## config.mk

```make
export PLATFORM = sky130hd
export DESIGN_NAME = percent_to_phase_delay
export DESIGN_NICKNAME = d
export VERILOG_FILES = /design/src/ptpd_pkg.sv /design/src/ptpd_div.sv /design/src/ptpd_datapath.sv /design/src/ptpd_ctrl.sv /design/src/percent_to_phase_delay.sv
export SDC_FILE = /design/constraint.sdc
export NUM_CORES = 1
export LEC_CHECK = 0
export CAP_MARGIN = 20
export CORE_MARGIN = 10
export CORE_UTILIZATION = 45
export CTS_BUF_LIST = sky130_fd_sc_hd__clkbuf_4 sky130_fd_sc_hd__clkbuf_8
export DETAILED_ROUTE_END_ITERATION = 8
export DONT_BUFFER_PORTS = 1
export PLACE_DENSITY = 0.7
export SLEW_MARGIN = 10
export SYNTH_ARGS = -nofsm -noshare
export SYNTH_HDL_FRONTEND = slang
export SYNTH_SLANG_ARGS = --single-unit
```

## constraint.sdc

```tcl
create_clock -name clk -period 8.3 [get_ports clk]
set_clock_uncertainty 0.1 [all_clocks]
set_input_delay 0.415 -clock clk [delete_from_list [all_inputs] [get_ports clk]]
set_output_delay 0.415 -clock clk [all_outputs]
set_load 0.02 [all_outputs]
```

## src/ptpd_pkg.sv

```systemverilog
package ptpd_pkg;

  // table geometry
  localparam int POINTS  = 11;
  localparam int TOP_IDX = POINTS - 1;
  localparam int IDX_W   = $clog2(POINTS);

  // field widths
  localparam int CLAR_W = 14;
  localparam int MV_W   = 15;
  localparam int ANG_W  = 8;
  localparam int DLY_W  = 15;
  localparam int CFG_W  = 14;
  localparam int CFG_IDX_W = 2;

  // fixed scaling
  localparam int FULL_SCALE = 10000;
  localparam int STEP       = FULL_SCALE / (POINTS - 1);
  localparam int OFF_ANGLE  = 180;

  // shared multiplier and divider
  localparam int OPD_W   = 14;
  localparam int NUM_W   = 22;
  localparam int DEN_W   = 15;
  localparam int DIV_CYCLES = NUM_W / 2;
  localparam int DIV_CNT_W  = $clog2(DIV_CYCLES);

  // configuration register indexes
  localparam logic [CFG_IDX_W-1:0] CFG_HALF_PERIOD = 2'd0;
  localparam logic [CFG_IDX_W-1:0] CFG_MIN_DELAY   = 2'd1;
  localparam logic [CFG_IDX_W-1:0] CFG_MAX_DELAY   = 2'd2;

  localparam logic [CFG_W-1:0] HALF_PERIOD_RST = 14'd10000;
  localparam logic [CFG_W-1:0] MIN_DELAY_RST   = 14'd500;
  localparam logic [CFG_W-1:0] MAX_DELAY_RST   = 14'd9500;

  typedef enum logic [1:0] {
    OP_VOLT,
    OP_ANGLE,
    OP_DELAY
  } op_sel_t;

  typedef enum logic [3:0] {
    ST_IDLE,
    ST_RANGE,
    ST_DIV_V,
    ST_WAIT_V,
    ST_CHECK,
    ST_SEARCH,
    ST_DIV_A,
    ST_WAIT_A,
    ST_MUL_D,
    ST_DIV_D,
    ST_WAIT_D,
    ST_OUT
  } state_t;

  typedef struct packed {
    logic    load;
    logic    range_step;
    logic    mul_en;
    logic    div_start;
    op_sel_t op;
    logic    take_mv;
    logic    ang_first;
    logic    ang_off;
    logic    seg_step;
    logic    take_ang;
    logic    take_delay;
    logic    out_load;
  } cmd_t;

  typedef struct packed {
    logic range_done;
    logic v_high;
    logic v_low;
    logic seg_hit;
    logic div_done;
  } status_t;

  // clarity to millivolt table
  function automatic logic [MV_W-1:0] clar_mv(input logic [IDX_W-1:0] i);
    logic [MV_W-1:0] r;
    case (i)
      4'd0:    r = 15'd0;
      4'd1:    r = 15'd2400;
      4'd2:    r = 15'd3100;
      4'd3:    r = 15'd3500;
      4'd4:    r = 15'd3900;
      4'd5:    r = 15'd4200;
      4'd6:    r = 15'd4600;
      4'd7:    r = 15'd5000;
      4'd8:    r = 15'd5400;
      4'd9:    r = 15'd6500;
      4'd10:   r = 15'd10000;
      default: r = '0;
    endcase
    return r;
  endfunction

  // falling voltage table of the angle lookup
  function automatic logic [MV_W-1:0] volt_mv(input logic [IDX_W-1:0] i);
    logic [MV_W-1:0] r;
    case (i)
      4'd0:    r = 15'd22800;
      4'd1:    r = 15'd20000;
      4'd2:    r = 15'd17000;
      4'd3:    r = 15'd11300;
      4'd4:    r = 15'd7680;
      4'd5:    r = 15'd5500;
      4'd6:    r = 15'd3500;
      4'd7:    r = 15'd2700;
      4'd8:    r = 15'd1900;
      4'd9:    r = 15'd1250;
      4'd10:   r = 15'd1000;
      default: r = '0;
    endcase
    return r;
  endfunction

  function automatic logic [ANG_W-1:0] angle_deg(input logic [IDX_W-1:0] i);
    logic [ANG_W-1:0] r;
    case (i)
      4'd0:    r = 8'd5;
      4'd1:    r = 8'd45;
      4'd2:    r = 8'd90;
      4'd3:    r = 8'd120;
      4'd4:    r = 8'd135;
      4'd5:    r = 8'd145;
      4'd6:    r = 8'd155;
      4'd7:    r = 8'd160;
      4'd8:    r = 8'd165;
      4'd9:    r = 8'd170;
      4'd10:   r = 8'd175;
      default: r = '0;
    endcase
    return r;
  endfunction

endpackage

```

## src/ptpd_div.sv

```systemverilog
module ptpd_div (
  input  logic                          clk,
  input  logic                          rst,
  input  logic                          start,
  input  logic [ptpd_pkg::NUM_W-1:0]    dividend,
  input  logic [ptpd_pkg::DEN_W-1:0]    divisor,
  output logic                          done,
  output logic [ptpd_pkg::NUM_W-1:0]    quotient
);

  localparam logic [ptpd_pkg::DIV_CNT_W-1:0] LAST =
    ptpd_pkg::DIV_CNT_W'(ptpd_pkg::DIV_CYCLES - 1);

  logic                             busy;
  logic [ptpd_pkg::DIV_CNT_W-1:0]   cnt;
  logic [ptpd_pkg::DEN_W-1:0]       rem;
  logic [ptpd_pkg::NUM_W-1:0]       quo;

  logic [ptpd_pkg::DEN_W:0]         t1, t2, dext;
  logic                             ge1, ge2;
  logic [ptpd_pkg::DEN_W-1:0]       r1, rem_next;
  logic [ptpd_pkg::NUM_W-1:0]       q1, quo_next;

  // two restoring steps a cycle
  always_comb begin
    dext = {1'b0, divisor};
    t1   = {rem, quo[ptpd_pkg::NUM_W-1]};
    ge1  = (t1 >= dext);
    r1   = ge1 ? ptpd_pkg::DEN_W'(t1 - dext) : t1[ptpd_pkg::DEN_W-1:0];
    q1   = {quo[ptpd_pkg::NUM_W-2:0], ge1};
    t2   = {r1, q1[ptpd_pkg::NUM_W-1]};
    ge2  = (t2 >= dext);
    rem_next = ge2 ? ptpd_pkg::DEN_W'(t2 - dext) : t2[ptpd_pkg::DEN_W-1:0];
    quo_next = {q1[ptpd_pkg::NUM_W-2:0], ge2};
  end

  always_ff @(posedge clk) begin
    if (rst) begin
      busy <= 1'b0;
      done <= 1'b0;
      cnt  <= '0;
    end else begin
      done <= busy && (cnt == LAST);
      if (start) begin
        busy <= 1'b1;
        cnt  <= '0;
      end else if (busy) begin
        cnt <= cnt + 1'b1;
        if (cnt == LAST) begin
          busy <= 1'b0;
        end
      end
    end
  end

  always_ff @(posedge clk) begin
    if (start) begin
      rem <= '0;
      quo <= dividend;
    end else if (busy) begin
      rem <= rem_next;
      quo <= quo_next;
    end
  end

  assign quotient = quo;

endmodule

```

## src/ptpd_datapath.sv

```systemverilog
module ptpd_datapath (
  input  logic                              clk,
  input  logic                              rst,
  input  logic                              cfg_wr_en,
  input  logic [ptpd_pkg::CFG_IDX_W-1:0]    cfg_index,
  input  logic [ptpd_pkg::CFG_W-1:0]        cfg_data,
  input  logic [ptpd_pkg::CLAR_W-1:0]       clarity_centi_pct,
  input  ptpd_pkg::cmd_t                    cmd,
  output ptpd_pkg::status_t                 status,
  output logic [ptpd_pkg::MV_W-1:0]         target_voltage_mv,
  output logic [ptpd_pkg::ANG_W-1:0]        firing_angle_deg,
  output logic [ptpd_pkg::DLY_W-1:0]        firing_delay_us,
  output logic                              never_fire
);

  localparam logic [ptpd_pkg::IDX_W-1:0] TOP =
    ptpd_pkg::IDX_W'(ptpd_pkg::TOP_IDX);
  localparam logic [ptpd_pkg::CLAR_W-1:0] FULL =
    ptpd_pkg::CLAR_W'(ptpd_pkg::FULL_SCALE);
  localparam logic [ptpd_pkg::CLAR_W-1:0] STEP_C =
    ptpd_pkg::CLAR_W'(ptpd_pkg::STEP);
  localparam logic [ptpd_pkg::ANG_W-1:0] OFF =
    ptpd_pkg::ANG_W'(ptpd_pkg::OFF_ANGLE);

  // configuration
  logic [ptpd_pkg::CFG_W-1:0] half_period, min_delay, max_delay;

  // working registers
  logic [ptpd_pkg::CLAR_W-1:0] c_rem;
  logic [ptpd_pkg::IDX_W-1:0]  idx, seg;
  logic [ptpd_pkg::MV_W-1:0]   mv;
  logic [ptpd_pkg::ANG_W-1:0]  ang;
  logic [ptpd_pkg::DLY_W-1:0]  delay;
  logic                        off;
  logic [ptpd_pkg::NUM_W-1:0]  prod;

  logic [ptpd_pkg::IDX_W-1:0]    idx_up, seg_up;
  logic [ptpd_pkg::MV_W-1:0]     mv_delta, v_diff, span;
  logic [ptpd_pkg::ANG_W-1:0]    a_delta;
  logic [ptpd_pkg::OPD_W-1:0]    opa, opb;
  logic [2*ptpd_pkg::OPD_W-1:0]  mul_full;
  logic [ptpd_pkg::DEN_W-1:0]    divisor;
  logic                          div_done;
  logic [ptpd_pkg::NUM_W-1:0]    quotient;
  logic [ptpd_pkg::DLY_W-1:0]    d_raw, d_lo, d_clamped;

  always_ff @(posedge clk) begin
    if (rst) begin
      half_period <= ptpd_pkg::HALF_PERIOD_RST;
      min_delay   <= ptpd_pkg::MIN_DELAY_RST;
      max_delay   <= ptpd_pkg::MAX_DELAY_RST;
    end else if (cfg_wr_en) begin
      case (cfg_index)
        ptpd_pkg::CFG_HALF_PERIOD: half_period <= cfg_data;
        ptpd_pkg::CFG_MIN_DELAY:   min_delay   <= cfg_data;
        ptpd_pkg::CFG_MAX_DELAY:   max_delay   <= cfg_data;
        default: ;
      endcase
    end
  end

  always_comb begin
    idx_up   = idx + 1'b1;
    seg_up   = seg + 1'b1;
    // top index has no segment above it
    mv_delta = (idx < TOP) ? ptpd_pkg::clar_mv(idx_up) - ptpd_pkg::clar_mv(idx) : '0;
    v_diff   = ptpd_pkg::volt_mv(seg) - mv;
    span     = ptpd_pkg::volt_mv(seg) - ptpd_pkg::volt_mv(seg_up);
    a_delta  = ptpd_pkg::angle_deg(seg_up) - ptpd_pkg::angle_deg(seg);
    case (cmd.op)
      ptpd_pkg::OP_VOLT: begin
        opa     = c_rem;
        opb     = mv_delta[ptpd_pkg::OPD_W-1:0];
        divisor = ptpd_pkg::DEN_W'(STEP_C);
      end
      ptpd_pkg::OP_ANGLE: begin
        opa     = v_diff[ptpd_pkg::OPD_W-1:0];
        opb     = ptpd_pkg::OPD_W'(a_delta);
        divisor = span;
      end
      ptpd_pkg::OP_DELAY: begin
        opa     = ptpd_pkg::OPD_W'(ang);
        opb     = half_period;
        divisor = ptpd_pkg::DEN_W'(OFF);
      end
      default: begin
        opa     = '0;
        opb     = '0;
        divisor = '0;
      end
    endcase
    mul_full = opa * opb;
  end

  ptpd_div u_div (
    .clk      (clk),
    .rst      (rst),
    .start    (cmd.div_start),
    .dividend (prod),
    .divisor  (divisor),
    .done     (div_done),
    .quotient (quotient)
  );

  // delay clamps, upper one wins
  always_comb begin
    d_raw     = quotient[ptpd_pkg::DLY_W-1:0];
    d_lo      = (d_raw < ptpd_pkg::DLY_W'(min_delay)) ? ptpd_pkg::DLY_W'(min_delay) : d_raw;
    d_clamped = (d_lo > ptpd_pkg::DLY_W'(max_delay)) ? ptpd_pkg::DLY_W'(max_delay) : d_lo;
  end

  always_ff @(posedge clk) begin
    if (cmd.load) begin
      c_rem <= (clarity_centi_pct > FULL) ? FULL : clarity_centi_pct;
      idx   <= '0;
      seg   <= '0;
    end
    if (cmd.range_step) begin
      c_rem <= c_rem - STEP_C;
      idx   <= idx_up;
    end
    if (cmd.mul_en) begin
      prod <= mul_full[ptpd_pkg::NUM_W-1:0];
    end
    if (cmd.take_mv) begin
      mv <= ptpd_pkg::clar_mv(idx) + quotient[ptpd_pkg::MV_W-1:0];
    end
    if (cmd.seg_step) begin
      seg <= seg_up;
    end
    if (cmd.ang_first) begin
      ang <= ptpd_pkg::angle_deg('0);
    end
    if (cmd.ang_off) begin
      ang <= OFF;
    end
    if (cmd.take_ang) begin
      ang <= ptpd_pkg::angle_deg(seg) + quotient[ptpd_pkg::ANG_W-1:0];
    end
    if (cmd.take_delay) begin
      if (ang >= OFF) begin
        delay <= ptpd_pkg::DLY_W'(half_period) + 1'b1;
        off   <= 1'b1;
      end else begin
        delay <= d_clamped;
        off   <= 1'b0;
      end
    end
    if (cmd.out_load) begin
      target_voltage_mv <= mv;
      firing_angle_deg  <= ang;
      firing_delay_us   <= delay;
      never_fire        <= off;
    end
  end

  always_comb begin
    status.range_done = (c_rem < STEP_C) || (idx == TOP);
    status.v_high     = (mv >= ptpd_pkg::volt_mv('0));
    status.v_low      = (mv <= ptpd_pkg::volt_mv(TOP));
    status.seg_hit    = (mv >= ptpd_pkg::volt_mv(seg_up));
    status.div_done   = div_done;
  end

  a_never_fire_angle: assert property (@(posedge clk) disable iff (rst)
    cmd.out_load |=> (never_fire == (firing_angle_deg == OFF)))
    else $error("never_fire disagrees with the firing angle");

  a_range_bound: assert property (@(posedge clk) disable iff (rst)
    cmd.range_step |-> (idx < TOP))
    else $error("clarity segment index ran past the table");

  a_seg_bound: assert property (@(posedge clk) disable iff (rst)
    cmd.seg_step |-> (seg_up < TOP))
    else $error("voltage search ran past the last segment");

endmodule

```

## src/ptpd_ctrl.sv

```systemverilog
module ptpd_ctrl (
  input  logic               clk,
  input  logic               rst,
  input  logic               in_valid,
  output logic               in_ready,
  output logic               out_valid,
  input  logic               out_ready,
  input  ptpd_pkg::status_t  status,
  output ptpd_pkg::cmd_t     cmd
);

  ptpd_pkg::state_t state, state_next;

  always_ff @(posedge clk) begin
    if (rst) begin
      state     <= ptpd_pkg::ST_IDLE;
      out_valid <= 1'b0;
    end else begin
      state <= state_next;
      if (cmd.out_load) begin
        out_valid <= 1'b1;
      end else if (out_ready) begin
        out_valid <= 1'b0;
      end
    end
  end

  always_comb begin
    state_next = state;
    cmd        = '0;
    cmd.op     = ptpd_pkg::OP_VOLT;
    in_ready   = 1'b0;
    case (state)
      ptpd_pkg::ST_IDLE: begin
        in_ready = 1'b1;
        if (in_valid) begin
          cmd.load   = 1'b1;
          state_next = ptpd_pkg::ST_RANGE;
        end
      end
      ptpd_pkg::ST_RANGE: begin
        if (status.range_done) begin
          cmd.mul_en = 1'b1;
          state_next = ptpd_pkg::ST_DIV_V;
        end else begin
          cmd.range_step = 1'b1;
        end
      end
      ptpd_pkg::ST_DIV_V: begin
        cmd.div_start = 1'b1;
        state_next    = ptpd_pkg::ST_WAIT_V;
      end
      ptpd_pkg::ST_WAIT_V: begin
        if (status.div_done) begin
          cmd.take_mv = 1'b1;
          state_next  = ptpd_pkg::ST_CHECK;
        end
      end
      ptpd_pkg::ST_CHECK: begin
        if (status.v_high) begin
          cmd.ang_first = 1'b1;
          state_next    = ptpd_pkg::ST_MUL_D;
        end else if (status.v_low) begin
          cmd.ang_off = 1'b1;
          state_next  = ptpd_pkg::ST_MUL_D;
        end else begin
          state_next = ptpd_pkg::ST_SEARCH;
        end
      end
      ptpd_pkg::ST_SEARCH: begin
        cmd.op = ptpd_pkg::OP_ANGLE;
        if (status.seg_hit) begin
          cmd.mul_en = 1'b1;
          state_next = ptpd_pkg::ST_DIV_A;
        end else begin
          cmd.seg_step = 1'b1;
        end
      end
      ptpd_pkg::ST_DIV_A: begin
        cmd.op        = ptpd_pkg::OP_ANGLE;
        cmd.div_start = 1'b1;
        state_next    = ptpd_pkg::ST_WAIT_A;
      end
      ptpd_pkg::ST_WAIT_A: begin
        cmd.op = ptpd_pkg::OP_ANGLE;
        if (status.div_done) begin
          cmd.take_ang = 1'b1;
          state_next   = ptpd_pkg::ST_MUL_D;
        end
      end
      ptpd_pkg::ST_MUL_D: begin
        cmd.op     = ptpd_pkg::OP_DELAY;
        cmd.mul_en = 1'b1;
        state_next = ptpd_pkg::ST_DIV_D;
      end
      ptpd_pkg::ST_DIV_D: begin
        cmd.op        = ptpd_pkg::OP_DELAY;
        cmd.div_start = 1'b1;
        state_next    = ptpd_pkg::ST_WAIT_D;
      end
      ptpd_pkg::ST_WAIT_D: begin
        cmd.op = ptpd_pkg::OP_DELAY;
        if (status.div_done) begin
          cmd.take_delay = 1'b1;
          state_next     = ptpd_pkg::ST_OUT;
        end
      end
      ptpd_pkg::ST_OUT: begin
        if (!out_valid || out_ready) begin
          cmd.out_load = 1'b1;
          state_next   = ptpd_pkg::ST_IDLE;
        end
      end
      default: begin
        state_next = ptpd_pkg::ST_IDLE;
      end
    endcase
  end

  a_done_in_wait: assert property (@(posedge clk) disable iff (rst)
    status.div_done |-> (state == ptpd_pkg::ST_WAIT_V || state == ptpd_pkg::ST_WAIT_A ||
                         state == ptpd_pkg::ST_WAIT_D))
    else $error("divider finished outside a wait state");

  a_one_word: assert property (@(posedge clk) disable iff (rst)
    (in_valid && in_ready) |=> !in_ready)
    else $error("second word taken while one is in flight");

  a_out_slot_free: assert property (@(posedge clk) disable iff (rst)
    cmd.out_load |-> (!out_valid || out_ready))
    else $error("result register overwritten before it was taken");

endmodule

```

## src/percent_to_phase_delay.sv

```systemverilog
// channel  | direction | handshake              | payload
// ---------+-----------+------------------------+------------------------------------------
// cfg      | in        | cfg_wr_en              | cfg_index, cfg_data
// in       | in        | in_valid / in_ready    | clarity_centi_pct
// out      | out       | out_valid / out_ready  | target_voltage_mv, firing_angle_deg,
//          |           |                        | firing_delay_us, never_fire
//
// one word at a time; the time from acceptance to result is set by two or three passes of
// the shared 2-bit-a-cycle divider, the clarity segment walk and the voltage segment search
// rst is synchronous and restores the three delay settings to their defaults
// in_ready rises again once the result sits in the output register, so a new word
// is taken while the previous result waits on out_ready
// a stalled result holds the block in its last state until the output register frees
module percent_to_phase_delay (
  input  logic                              clk,
  input  logic                              rst,
  // configuration writes
  input  logic                              cfg_wr_en,
  input  logic [ptpd_pkg::CFG_IDX_W-1:0]    cfg_index,
  input  logic [ptpd_pkg::CFG_W-1:0]        cfg_data,
  // clarity command
  input  logic                              in_valid,
  output logic                              in_ready,
  input  logic [ptpd_pkg::CLAR_W-1:0]       clarity_centi_pct,
  // firing result
  output logic                              out_valid,
  input  logic                              out_ready,
  output logic [ptpd_pkg::MV_W-1:0]         target_voltage_mv,
  output logic [ptpd_pkg::ANG_W-1:0]        firing_angle_deg,
  output logic [ptpd_pkg::DLY_W-1:0]        firing_delay_us,
  output logic                              never_fire
);

  // sequencing commands and datapath flags
  ptpd_pkg::cmd_t    cmd;
  ptpd_pkg::status_t status;

  // controller walks the stages: clarity segment, voltage interpolation,
  // angle search and interpolation, delay scaling, result hand-off
  ptpd_ctrl u_ctrl (
    .clk       (clk),
    .rst       (rst),
    .in_valid  (in_valid),
    .in_ready  (in_ready),
    .out_valid (out_valid),
    .out_ready (out_ready),
    .status    (status),
    .cmd       (cmd)
  );

  // datapath: settings, shared multiplier, shared divider, tables, result register
  ptpd_datapath u_dp (
    .clk               (clk),
    .rst               (rst),
    .cfg_wr_en         (cfg_wr_en),
    .cfg_index         (cfg_index),
    .cfg_data          (cfg_data),
    .clarity_centi_pct (clarity_centi_pct),
    .cmd               (cmd),
    .status            (status),
    .target_voltage_mv (target_voltage_mv),
    .firing_angle_deg  (firing_angle_deg),
    .firing_delay_us   (firing_delay_us),
    .never_fire        (never_fire)
  );

endmodule
```

Word-level counts from Yosys, hierarchy flattened
Memories as Yosys holds them, arrays and structs flattened. A register that Yosys moved wholly into a read port is not among the register bits.
Index checks and enable logic that the tools add are counted.
{"block": "totals", "in_bits": 35, "register_bits": 212, "romBits": 1856, "memories": 10, "word_cells": 167}
{"name": "(no name shown)", "depth": 16, "width": 14, "read_ports": 1, "rd_ports_with_merged_regs": 0, "write_ports": 0, "line": "ptpd_pkg.sv:104", "source": "case (i)"}
{"name": "(no name shown)", "depth": 16, "width": 14, "read_ports": 1, "rd_ports_with_merged_regs": 1, "write_ports": 0, "line": "ptpd_pkg.sv:104"}
{"name": "(no name shown)", "depth": 16, "width": 14, "read_ports": 1, "rd_ports_with_merged_regs": 1, "write_ports": 0, "line": "ptpd_pkg.sv:104"}
{"name": "(no name shown)", "depth": 16, "width": 14, "read_ports": 1, "rd_ports_with_merged_regs": 0, "write_ports": 0, "line": "ptpd_pkg.sv:104"}
{"name": "(no name shown)", "depth": 16, "width": 12, "read_ports": 1, "rd_ports_with_merged_regs": 1, "write_ports": 0, "line": "ptpd_pkg.sv:84", "source": "case (i)"}
{"name": "(no name shown)", "depth": 16, "width": 12, "read_ports": 1, "rd_ports_with_merged_regs": 0, "write_ports": 0, "line": "ptpd_pkg.sv:84"}
{"name": "4 more memories"}
{"block": "classes", "reduce_logical": 20, "n_mux": 66, "mul": 1, "magnitude_cmp": 11, "add_sub_neg": 13, "n_eq_ne": 24}
{"op": "15-bit two-way mux", "count": 6}
{"op": "14-bit case mux with 3 select lines", "count": 2}
{"op": "4-bit two-way mux", "count": 18}
{"op": "14-bit two-way mux", "count": 4}
{"op": "4-bit case mux with 12 select lines", "count": 1}
{"op": "15-bit case mux with 3 select lines", "count": 1}
{"op": "15-bit subtractor", "count": 3}
{"op": "22-bit two-way mux", "count": 2}
{"op": "16-bit by 15-bit greater-or-equal comparator with 1-bit output", "count": 2}
{"op": "8-bit two-way mux", "count": 4}
{"op": "14-bit subtractor", "count": 2}
{"op": "1-bit two-way mux", "count": 25}
{"op": "4-bit equality test, second input constant", "count": 6}
{"op": "14-bit by 14-bit multiplier with 22-bit output", "count": 1}
{"op": "4-bit by 3-bit equality test with 1-bit output, second input constant", "count": 4}
{"op": "14-bit by 1-bit adder with 15-bit output, second input constant", "count": 1}
{"op": "15-bit adder", "count": 1}
{"op": "15-bit greater-or-equal comparator", "count": 1}
{"op": "15-bit greater-or-equal comparator, second input constant", "count": 1}
{"op": "15-bit by 14-bit greater-than comparator with 1-bit output", "count": 1}
{"op": "15-bit by 10-bit <= comparator with 1-bit output, second input constant", "count": 1}
{"op": "15-bit by 14-bit < comparator with 1-bit output", "count": 1}
{"op": "14-bit greater-than comparator, second input constant", "count": 1}
{"op": "14-bit by 10-bit < comparator with 1-bit output, second input constant", "count": 1}
{"op": "26 further kinds", "count": 45}

Logic depth before layout (Yosys ltp)
Gate-level depths: netlist (run 1).
{"block": "depth", "ltp_word": 10, "depth_mapped": 41, "depth_no_buf": 38}

By module
Synthesis (run 1) repeated with hierarchy kept, for this count alone.
{"block": "unflattened", "hier_cells": 2525, "area_unflattened_um2": 22459.0}
{"module": "ptpd_datapath", "n_inst": 1, "cells_per_inst": 2061, "area_per_inst_um2": 18333.8, "seq_area_each_um2": 5185.0}
{"module": "ptpd_div", "n_inst": 1, "cells_per_inst": 395, "area_per_inst_um2": 3637.2, "seq_area_each_um2": 1081.0}
{"module": "ptpd_ctrl", "n_inst": 1, "cells_per_inst": 69, "area_per_inst_um2": 488.0, "seq_area_each_um2": 100.1}

Least setup slack after synthesis (run 1)
No wires, ideal clock.
{"block": "synth_timing", "path_kind": "register to register", "from": "reg u_dp.seg[0] in the netlist's numbering", "to": "reg u_dp.prod[21] in the netlist's numbering (data pin)", "setup_slack_ns": -0.644, "path_stages_with_launch": 40, "setup_ns": 0.268, "t_required_ns": 7.932, "t_arrival_ns": 8.576, "path_cell_list": "edfxtp_1 -> ha_1 -> clkbuf_1 -> xnor2_1 -> clkbuf_1 -> nand2_1 -> o21a_1 -> o22ai_1 -> ha_1 -> nor2b_1 -> o21ai_0 -> a21boi_1 -> o21ai_0 -> nand2b_1 -> a21o_1 -> a21oi_1 -> xnor2_1 -> o21ai_0 -> [... 4 more ...] -> fa_1 -> inv_1 -> fa_1 -> inv_1 -> fa_1 -> fa_1 -> inv_1 -> fa_1 -> inv_1 -> ha_1 -> a21o_1 -> a21oi_1 -> nand2_1 -> a31oi_1 -> o21ai_0 -> a21o_1 -> a21oi_1 -> xnor3_1"}
{"block": "synth_via", "elab_chain_len": 5}
{"item": "start, declared", "line": "ptpd_datapath.sv:30", "source": "logic [ptpd_pkg::IDX_W-1:0] idx, seg;"}
{"item": "start signal, assigned", "line": "ptpd_datapath.sv:129", "source": "seg <= seg_up;"}
{"item": "4-bit by 1-bit adder with 4-bit output", "line": "ptpd_datapath.sv:64", "source": "seg_up = seg + 1'b1;"}
{"item": "memory 16 x 8 bit"}
{"item": "8-bit subtractor", "line": "ptpd_datapath.sv:69", "source": "a_delta = ptpd_pkg::angle_deg(seg_up) - ptpd_pkg::angle_deg(seg);"}
{"item": "14-bit case mux with 3 select lines", "line": "ptpd_datapath.sv:70", "source": "case (cmd.op)"}
{"item": "14-bit by 14-bit multiplier with 22-bit output", "line": "ptpd_datapath.sv:92", "source": "mul_full = opa * opb;"}
{"item": "named net u_dp.mul_full (one bit)", "line": "ptpd_datapath.sv:41", "source": "logic [2*ptpd_pkg::OPD_W-1:0] mul_full;"}
{"item": "end signal, assigned", "line": "ptpd_datapath.sv:123", "source": "prod <= mul_full[ptpd_pkg::NUM_W-1:0];"}
{"item": "end, declared", "line": "ptpd_datapath.sv:35", "source": "logic [ptpd_pkg::NUM_W-1:0] prod;"}
The timed path passes the listed nets, and every way through them passes these cells.
A chain may end at the register's enable or synchronous reset.

Worst setup path in the final report (run 1)
{"block": "layout_timing", "from": "reg u_dp.seg[0] in the netlist's numbering", "to": "reg u_dp.prod[20] in the netlist's numbering (data pin)"}
Same word-level chain as after synthesis.

==> results of run 1 <==
-- metal layers --
metal / up-vias / track usage / wire, um / share of wire
met4: 0 / 0.1015 / 2939 / 0.042
met2: 731 / 0.3928 / 33830 / 0.48
met1: 9370 / 0.2901 / 28700 / 0.41
met3: 143 / 0.03384 / 4555 / 0.065
met5: - / 0 / 0 / 0
li1: 9010 / - / - / -
-- cells in the final DEF, fill, tap and decap left out, types with 13 or more instances in the layout --
master         synthesis  final
nand2_1              298    287
inv_1                284    262
nor2_1               242    229
ha_1                 226    202
buf_4                  2    191
edfxtp_1             144    144
fa_1                 136    132
a21oi_1              137    125
dfxtp_1              102    102
o21ai_0              117     97
xnor2_1               81     73
clkbuf_8               0     50
o21a_1                48     47
nand2b_1              41     41
nor3_1                34     32
a21o_1                31     31
dlygate4sd3_1          0     31
nor2b_1               29     26
o21ai_1               11     25
xor2_1                30     25
nand3_1               27     24
a211oi_1              24     24
inv_2                  2     22
and3_1                20     20
and2_1                20     20
a31oi_1               22     20
a211o_1               19     19
mux2i_1               18     18
mux2_2                18     18
ha_4                   0     18
clkbuf_4               0     18
a21oi_2                5     17
nand3b_1              15     15
nand4_1               15     15
a221o_1               15     14
buf_6                  3     14
nand2_2                3     13
-- worst max-delay path: cells and delay by family (launching register included) --
kind / cells / cell delay (ns)
adder cells (fa/ha/maj): 10 / 3.80
buffers and inverters: 5 / 0.52
AO/OA/AOI/OAI: 8 / 1.47
AND/OR/NAND/NOR: 9 / 1.39
flip-flops: 1 / 0.51
XOR/XNOR: 2 / 0.33
-- metrics by stage --
step / setup WS, ns / cells / util / setup TNS (ns) / hold slack, ns
finish: -0.04228 / 3398 / 0.5406 / -0.04597 / 0.05164
global route: -0.3185 / 3398 / 0.5406 / -1.187 / 0.05626
CTS: 0.0007381 / 3372 / 0.5252 / 0 / 0.02622
detailed placement: -0.2260 / 3252 / 0.4953 / -0.4206 / 0.3054
global placement: -0.1733 / 3252 / 0.4953 / -0.2511 / 0.3052
floorplan: 0.01671 / 2490 / - / 0 / 0.3003
-- logic make-up after synthesis --
logic type      after synthesis  share of synthesized area
simple gates                808                     0.1679
compound gates              557                     0.1686
buf+inv                     365                    0.06365
fa+ha+maj                   362                     0.2494
flops                       246                     0.2861
xor+xnor                    112                    0.04470
mux                          40                    0.01968
-- worst paths after layout --
| check | endpoint | slack (ns) | start | cells past startpoint |
|---|---|---|---|---|
| setup reg to reg | u_dp.prod[20]$_DFFE_PP_ | -0.04 | u_dp.seg[0]$_DFFE_PN_ | 34 |
| setup / recovery | u_dp.prod[20]$_DFFE_PP_ | -0.04 | u_dp.seg[0]$_DFFE_PN_ | 34 |
| hold reg to reg | u_dp.firing_delay_us[9]$_DFFE_PP_ | 0.32 | u_dp.delay[9]$_DFFE_PP_ | 0 |
| hold / removal | u_dp.c_rem[12]$_DFFE_PN_ | 0.05 | clarity_centi_pct[13] | 2 |
-- repair_timing --
action,CTS,global route
hold buffers,32,0
gates resized for setup,21,141
buffers inserted,7,23
gates cloned,0,1
endpoints found under the setup margin,13,24
endpoints found under the hold margin,68,0
pin swaps,22,116
-- layout make-up --
class	count	area (um2)
Clock inverter	13	147.6
Sequential cell	246	6366
Multi-Input combinational cell	1879	15210
Clock buffer	68	823.3
Timing Repair Buffer	241	2006
Inverter	286	1079
Fill cell	4416	22490
Antenna cell	1	2.502
Tap cell	664	830.8
==> flow_summary.yaml, run 1 <==
status:
  status: "complete, but fails checks"
  failed_checks: "negative setup slack"
clock_tree:
  clock_sinks: 246
  h-tree-depth: 2
  cts-root-buf: "clkbuf_8"
  cts-root-to-sink-buffers: 3
  clock_latency_ns: 0.65
  cts_tree: "done"
  clk_pin_slew_worst_paths_ns: 0.06
  cts_made_buffers: 44
critical_path:
  path_max_fanout: 5
  setup.worst_path.class: "flop to flop"
  worst_setup_path_start_kind: "flop"
  cp.required_ns: 8.64
  critPathMostFrequentCell: "fa_1"
  endpoint_kind: "flop"
  arrival_ns: 8.69
  cpPeakStageDelay_ns: 0.53
  cp_slowest_cell: "fa_1"
synth:
  synth_flop_cell: "edfxtp_1"
  synth_top_area_share: 0.1943
  yosys_warnings: 0
  mappedNetlistArea_um2: 22250
  yosys.area.top_type: "edfxtp_1"
  avgSynthCellArea_um2: 8.937
  yosysMostFrequentCell: "nand2_1"
  ys_async_sr_fraction: 0
  seq_area_frac_synth: 0.2861
  syn_inst: 2490
  synth_commonest_cells: "298 x nand2_1, 284 x inv_1, 242 x nor2_1"
  synth.distinct_cells: 96
  synth_area_leaders: "edfxtp_1 19%, ha_1 13%, fa_1 12%"
  syn_nets: 2887
  synth_edf_count: 144
  synth-seq-cells: 246
timing:
  timing.fmax_mhz: 119.9
  max_slew_margin: 0.2225
  layout_min_cycle_time_ns: 8.342
  worstMarginPinSlew_ns: 1.166
  rsz0062_at_grt: "yes"
  setup_viol: 2
  maxSlewViolCount: 0
  hold_violations: 0
  setup_slack_ns: -0.04228
  period_share: 1.005
grt:
  grt-ovfl-total: 0
  grt_max_degree: 54
  grt_first_pass_wirelength_mm: 108.6
  grt_use_total: 0.2324
  grt_pass1_vias: 19240
  antenna_found_initial: 1
floorplanning:
  start_util: 0.4546
  floorplan.core_area_um2: 48950
  dieArea_um2: 58750
  num_rows: 81
  die_y_um: 242.4
  io_pins: 76
  die_width_um: 242.4
route:
  vias_per_cell: 5.666
  wirelength_mm: 70.03
  drc: 0
  wire_per_inst_um: 20.61
  antenna_left: 0
  first_pass_iters: 6
  via_count: 19250
  first_iter_violations: 1629
min_path:
  min_path_type: "input pin to flop"
place:
  gp_congestion: 0.9618
  hpwl_mm: 55.14
  port_buffers: 0
  place_area_um2: 24240
job:
  maxCapViolations: 0
layout:
  syn_to_final_growth_pct: 18.91
  final_cell_area_um2: 26460
  nNetsFinal: 3095
  layout-drive-gt1-share: 0.1782
Power of run 1 is left out: the tool's default activity adds up to more than one toggle a clock period on the data nets, which glitch-free logic cannot reach.
==> inputs of run 2 (changes only) <==
--- a/config.mk
+++ b/config.mk
@@ -6,12 +6,14 @@
 export NUM_CORES = 1
 export LEC_CHECK = 0
 export CAP_MARGIN = 20
+export CORE_ASPECT_RATIO = 0.7
 export CORE_MARGIN = 10
 export CORE_UTILIZATION = 45
 export CTS_BUF_LIST = sky130_fd_sc_hd__clkbuf_4 sky130_fd_sc_hd__clkbuf_8
 export DETAILED_ROUTE_END_ITERATION = 8
 export DONT_BUFFER_PORTS = 1
 export PLACE_DENSITY = 0.7
+export REMOVE_ABC_BUFFERS = 1
 export SLEW_MARGIN = 10
 export SYNTH_ARGS = -nofsm -noshare
 export SYNTH_HDL_FRONTEND = slang
==> flow_summary.yaml, run 2 (same netlist as run 1, synthesis figures left out) <==
floorplanning:
  die_width_um: 285.8
  num_rows: 68
  floorplan.core_area_um2: 49090
  start_util: 0.4533
  die_y_um: 206.1
  dieArea_um2: 58890
  io_pins: 76
route:
  vias_per_cell: 5.683
  first_pass_iters: 5
  wire_per_inst_um: 21.11
  antenna_left: 0
  first_iter_violations: 2037
  wirelength_mm: 72.16
  drc: 0
  via_count: 19430
clock_tree:
  cts_tree: "done"
  cts-root-to-sink-buffers: 3
  cts_made_buffers: 43
  cts-root-buf: "clkbuf_8"
  clock_latency_ns: 0.64
  h-tree-depth: 2
  clk_pin_slew_worst_paths_ns: 0.06
  clock_sinks: 246
timing:
  layout_min_cycle_time_ns: 8.400
  worstMarginPinSlew_ns: 1.218
  hold_violations: 0
  timing.fmax_mhz: 119.1
  max_slew_margin: 0.1818
  setup_slack_ns: -0.09954
  maxSlewViolCount: 0
  setup_viol: 1
  tns_ns: -0.09954
  period_share: 1.012
  rsz0062_at_grt: "yes"
critical_path:
  critPathMostFrequentCell: "fa_1"
  startpoint: "u_dp.idx[2]$_DFFE_PN_"
  r2r_end: "u_dp.prod[21]$_DFFE_PP_"
  setup.worst_path.class: "flop to flop"
  cpPeakStageDelay_ns: 0.57
  r2r_cells: 35
  cp_slowest_cell: "fa_1"
  worst_setup_path_start_kind: "flop"
  endpoint_kind: "flop"
  worst-path-stages: 35
  cp.required_ns: 8.56
  path_max_fanout: 5
  path_buf_inv: 6
  arrival_ns: 8.66
  cp_top_family: "adder cells"
  cp-endpoint: "u_dp.prod[21]$_DFFE_PP_"
  reg2reg_from: "u_dp.idx[2]$_DFFE_PN_"
  reg2reg_slack_ns: -0.1
grt:
  grt_use_total: 0.2426
  grt_first_pass_wirelength_mm: 111.4
  antenna_found_initial: 0
  grt_max_degree: 54
  grt-ovfl-total: 0
  grt_pass1_vias: 19240
layout:
  nNetsFinal: 3115
  layout_common_cells: "292 x nand2_1, 275 x inv_1, 232 x nor2_1"
  final_cell_area_um2: 26570
  layout-drive-gt1-share: 0.1740
  multi_input_comb_area_um2: 15230
  final_common_cell: "nand2_1"
  fillCellCount: 4483
  syn_to_final_growth_pct: 19.41
  ff_latch_area_um2: 6366
place:
  port_buffers: 0
  hpwl_mm: 57.28
  place_area_um2: 24290
  gp_congestion: 1.017
min_path:
  min_path_type: "input pin to flop"
  hold_path_startpoint: "clarity_centi_pct[13]"
job:
  maxCapViolations: 0
status:
  status: "complete, but fails checks"
  failed_checks: "negative setup slack"
run 2: cell count changes in the layout (fill, tap and decap cells not counted), moves of 4 or more:
cell           delta
buf_4            +15
inv_1            +13
inv_2            -12
dlygate4sd3_1     +6
clkinv_2          +5
nand2_1           +5
nand2_2           -5
clkbuf_4          -4
run 2: how the worst min path moves through the flow:
stage                                              endpoint  slack (ns)  cells after the start
after global placement    u_dp.firing_delay_us[0]$_DFFE_PP_        0.30                      0
after detailed placement  u_dp.firing_delay_us[9]$_DFFE_PP_        0.31                      0
after CTS                          u_dp.c_rem[11]$_DFFE_PN_      0.0008                      2
final                              u_dp.c_rem[11]$_DFFE_PN_        0.03                      2
after floorplan           u_dp.firing_delay_us[0]$_DFFE_PP_        0.30                      0
after global routing               u_dp.c_rem[11]$_DFFE_PN_        0.04                      2
run 2: what timing repair did:
item	in CTS	in global routing
endpoints found under the setup margin	15	23
cloned	0	1
hold endpoints to repair	68	0
pin swaps	22	84
setup buffers	3	25
resized for setup	33	129
hold buffers	38	0
run 2: through the flow:
step           worst slack, ns  cells  utilization  hold WS (ns)
3_3_place_gp           -0.4112   3270       0.4948        0.3005
6_report              -0.09954   3419       0.5413       0.02621
5_1_grt                -0.3785   3418       0.5412       0.03610
3_5_place_dp           -0.4923   3270       0.4948        0.3057
2_1_floorplan           -1.223   2411            -        0.3003
4_1_cts               -0.02868   3391       0.5243     0.0008212
run 2: layout make-up:
class                           instances  share of cell area
Timing Repair Buffer                  262             0.08193
Clock buffer                           61             0.02830
Sequential cell                       246              0.2396
Clock inverter                         19            0.005179
Inverter                              286             0.04049
Tap cell                              665             0.03131
Multi-Input combinational cell       1879              0.5731
Antenna cell                            1          0.00009417
run 2: layer usage:
layer | up-vias | part of all wire | GRT usage | routed length [um]
met5 | - | 0 | 0 | 0
met4 | 0 | 0.019 | 0.05309 | 1339
met3 | 88 | 0.11 | 0.05602 | 7831
met2 | 827 | 0.40 | 0.3452 | 28760
met1 | 9465 | 0.47 | 0.3652 | 34230
li1 | 9049 | - | - | -
run 2: worst reg2reg max path: cells and delay by family (launching register included):
family	cells	cell delay, ns
simple gates	8	1.04
xor+xnor	2	0.55
fa+ha+maj	9	3.60
compound gates	10	1.80
buf+inv	6	0.48
flops	1	0.53
Power of run 2 is left out for the same reason.
==> inputs of run 3 (changes only) <==
--- a/config.mk
+++ b/config.mk
@@ -6,7 +6,7 @@
 export NUM_CORES = 1
 export LEC_CHECK = 0
 export CAP_MARGIN = 20
-export CORE_ASPECT_RATIO = 0.7
+export CORE_ASPECT_RATIO = 1.75
 export CORE_MARGIN = 10
 export CORE_UTILIZATION = 45
 export CTS_BUF_LIST = sky130_fd_sc_hd__clkbuf_4 sky130_fd_sc_hd__clkbuf_8
==> constraint.sdc (replaced) <==
create_clock -name clk -period 8.3 [get_ports clk]
set_clock_uncertainty 0.1 [all_clocks]
set_input_delay 2.49 -clock clk [delete_from_list [all_inputs] [get_ports clk]]
set_output_delay 2.49 -clock clk [all_outputs]
set_load 0.02 [all_outputs]
==> flow_summary.yaml, run 3 (same netlist as run 1, synthesis figures left out) <==
grt:
  grt_first_pass_wirelength_mm: 122.7
  antenna_found_initial: 1
  grt_pass1_vias: 20900
  grt-ovfl-total: 0
  grt_max_degree: 54
  grt_use_total: 0.2726
timing:
  layout_min_cycle_time_ns: 8.272
  worstMarginPinSlew_ns: 1.109
  setup_viol: 0
  maxSlewViolCount: 0
  tns_ns: 0
  timing.fmax_mhz: 120.9
  setup_slack_ns: 0.02804
  period_share: 0.9966
  hold_violations: 0
  max_slew_margin: 0.2607
  rsz0062_at_grt: "yes"
critical_path:
  worst_setup_path_start_kind: "flop"
  cp_slowest_cell: "fa_1"
  path_max_fanout: 6
  reg2reg_from: "u_dp.idx[1]$_DFFE_PN_"
  critPathMostFrequentCell: "fa_1"
  setup.worst_path.class: "flop to flop"
  r2r_end: "u_dp.prod[17]$_DFFE_PP_"
  cp.required_ns: 8.54
  r2r_cells: 35
  arrival_ns: 8.51
  cpPeakStageDelay_ns: 0.57
  endpoint_kind: "flop"
  reg2reg_slack_ns: 0.03
layout:
  fillCellCount: 4361
  final_cell_area_um2: 26770
  ff_latch_area_um2: 6366
  syn_to_final_growth_pct: 20.29
  final_common_cell: "nand2_1"
  layout-drive-gt1-share: 0.1980
  layout_common_cells: "295 x nand2_1, 270 x inv_1, 254 x buf_4"
  nNetsFinal: 3129
  multi_input_comb_area_um2: 15320
  finalNonFillerCells: 3418
floorplanning:
  die_width_um: 188.1
  num_rows: 107
  die_y_um: 314.2
  floorplan.core_area_um2: 48870
  start_util: 0.4554
  io_pins: 76
  dieArea_um2: 59100
clock_tree:
  cts.hold.buffers_added: 0
  cts-root-buf: "clkbuf_8"
  clk_pin_slew_worst_paths_ns: 0.07
  h-tree-depth: 2
  cts_tree: "done"
  cts-root-to-sink-buffers: 3
  clock_latency_ns: 0.61
  cts_made_buffers: 40
  clock_sinks: 246
place:
  gp_congestion: 1.067
  port_buffers: 0
  pre_cts_ws_ns: -0.5312
  place_area_um2: 24620
  hpwl_mm: 65.81
  dp_cells: 3303
route:
  via_count: 19960
  antenna_left: 0
  wire_per_inst_um: 24.01
  vias_per_cell: 5.839
  wirelength_mm: 82.08
  first_iter_violations: 1391
  first_pass_iters: 9
  drc: 0
job:
  maxCapViolations: 0
status:
  status: "completed"
min_path:
  min_path_cells: 0
  hold_end: "u_dp.firing_delay_us[10]$_DFFE_PP_"
  hold_path_startpoint: "u_dp.delay[10]$_DFFE_PP_"
  min_path_type: "flop to flop"
[run 3: cell count changes in the layout (fill, tap and decap cells not counted), sizes merged]
cell | previous run | this run
buf | 224 | 278
bufinv | 1 | 6
clkbuf | 61 | 50
clkdlybuf4s15 | 1 | 0
clkinv | 14 | 11
clkinvlp | 1 | 3
dlygate4sd3 | 37 | 0
inv | 289 | 290
[run 3: metrics by stage]
stage | utilization | hold WS, ns
floorplan | - | 0.3003
global placement | 0.5038 | 0.3090
detailed placement | 0.5038 | 0.3045
CTS | 0.5320 | 0.3165
global route | 0.5478 | 0.3274
finish | 0.5478 | 0.3155
[run 3: cell type report]
| class | count | area share |
|---|---|---|
| clock inverters | 24 | 0.01126 |
| multi-input cells | 1879 | 0.5722 |
| diodes | 1 | 0.00009348 |
| repair buffers | 279 | 0.08437 |
| clock buffers | 49 | 0.02356 |
| inverters | 286 | 0.04010 |
| well taps | 654 | 0.03057 |
| flip-flops and latches | 246 | 0.2378 |
[run 3: worst max path at each step]
stage / start / to / slack, ns / cells after the start
floorplan: u_dp.seg[0]$_DFFE_PN_ / u_dp.prod[21]$_DFFE_PP_ / -1.22 / 35
global placement: u_dp.seg[0]$_DFFE_PN_ / u_dp.u_div.rem[12]$_SDFFE_PN0P_ / -0.39 / 39
detailed placement: u_dp.seg[1]$_DFFE_PN_ / u_dp.u_div.rem[8]$_SDFFE_PN0P_ / -0.53 / 39
CTS: u_dp.seg[1]$_DFFE_PN_ / u_dp.prod[21]$_DFFE_PP_ / 0.0002 / 36
global route: u_dp.idx[1]$_DFFE_PN_ / u_dp.prod[21]$_DFFE_PP_ / -0.23 / 35
finish: u_dp.idx[1]$_DFFE_PN_ / u_dp.prod[17]$_DFFE_PP_ / 0.03 / 35
[run 3: routing by layer]
layer  part of all wire  vias to the layer above  track usage
met1               0.31                     9619       0.2483
met5                  0                        -            0
met2               0.53                      865       0.5165
met4               0.11                        0       0.2472
met3              0.051                      392      0.03115
li1                   -                     9083            -
[run 3: timing repair]
| item | CTS | global route |
|---|---|---|
| pin swaps | 31 | 115 |
| setup endpoints to repair | 24 | 23 |
| gates cloned | 0 | 1 |
| setup buffers | 18 | 22 |
| resized for setup | 65 | 134 |
[run 3: critical path, delay by kind of cell (launching register included)]
family,cells,cell delay (ns)
AND/OR/NAND/NOR,5,0.90
XOR/XNOR,2,0.25
buffers and inverters,11,1.03
AO/OA/AOI/OAI,7,1.19
flip-flops,1,0.44
adder cells (fa/ha/maj),10,4.08
Power of run 3 is left out for the same reason.
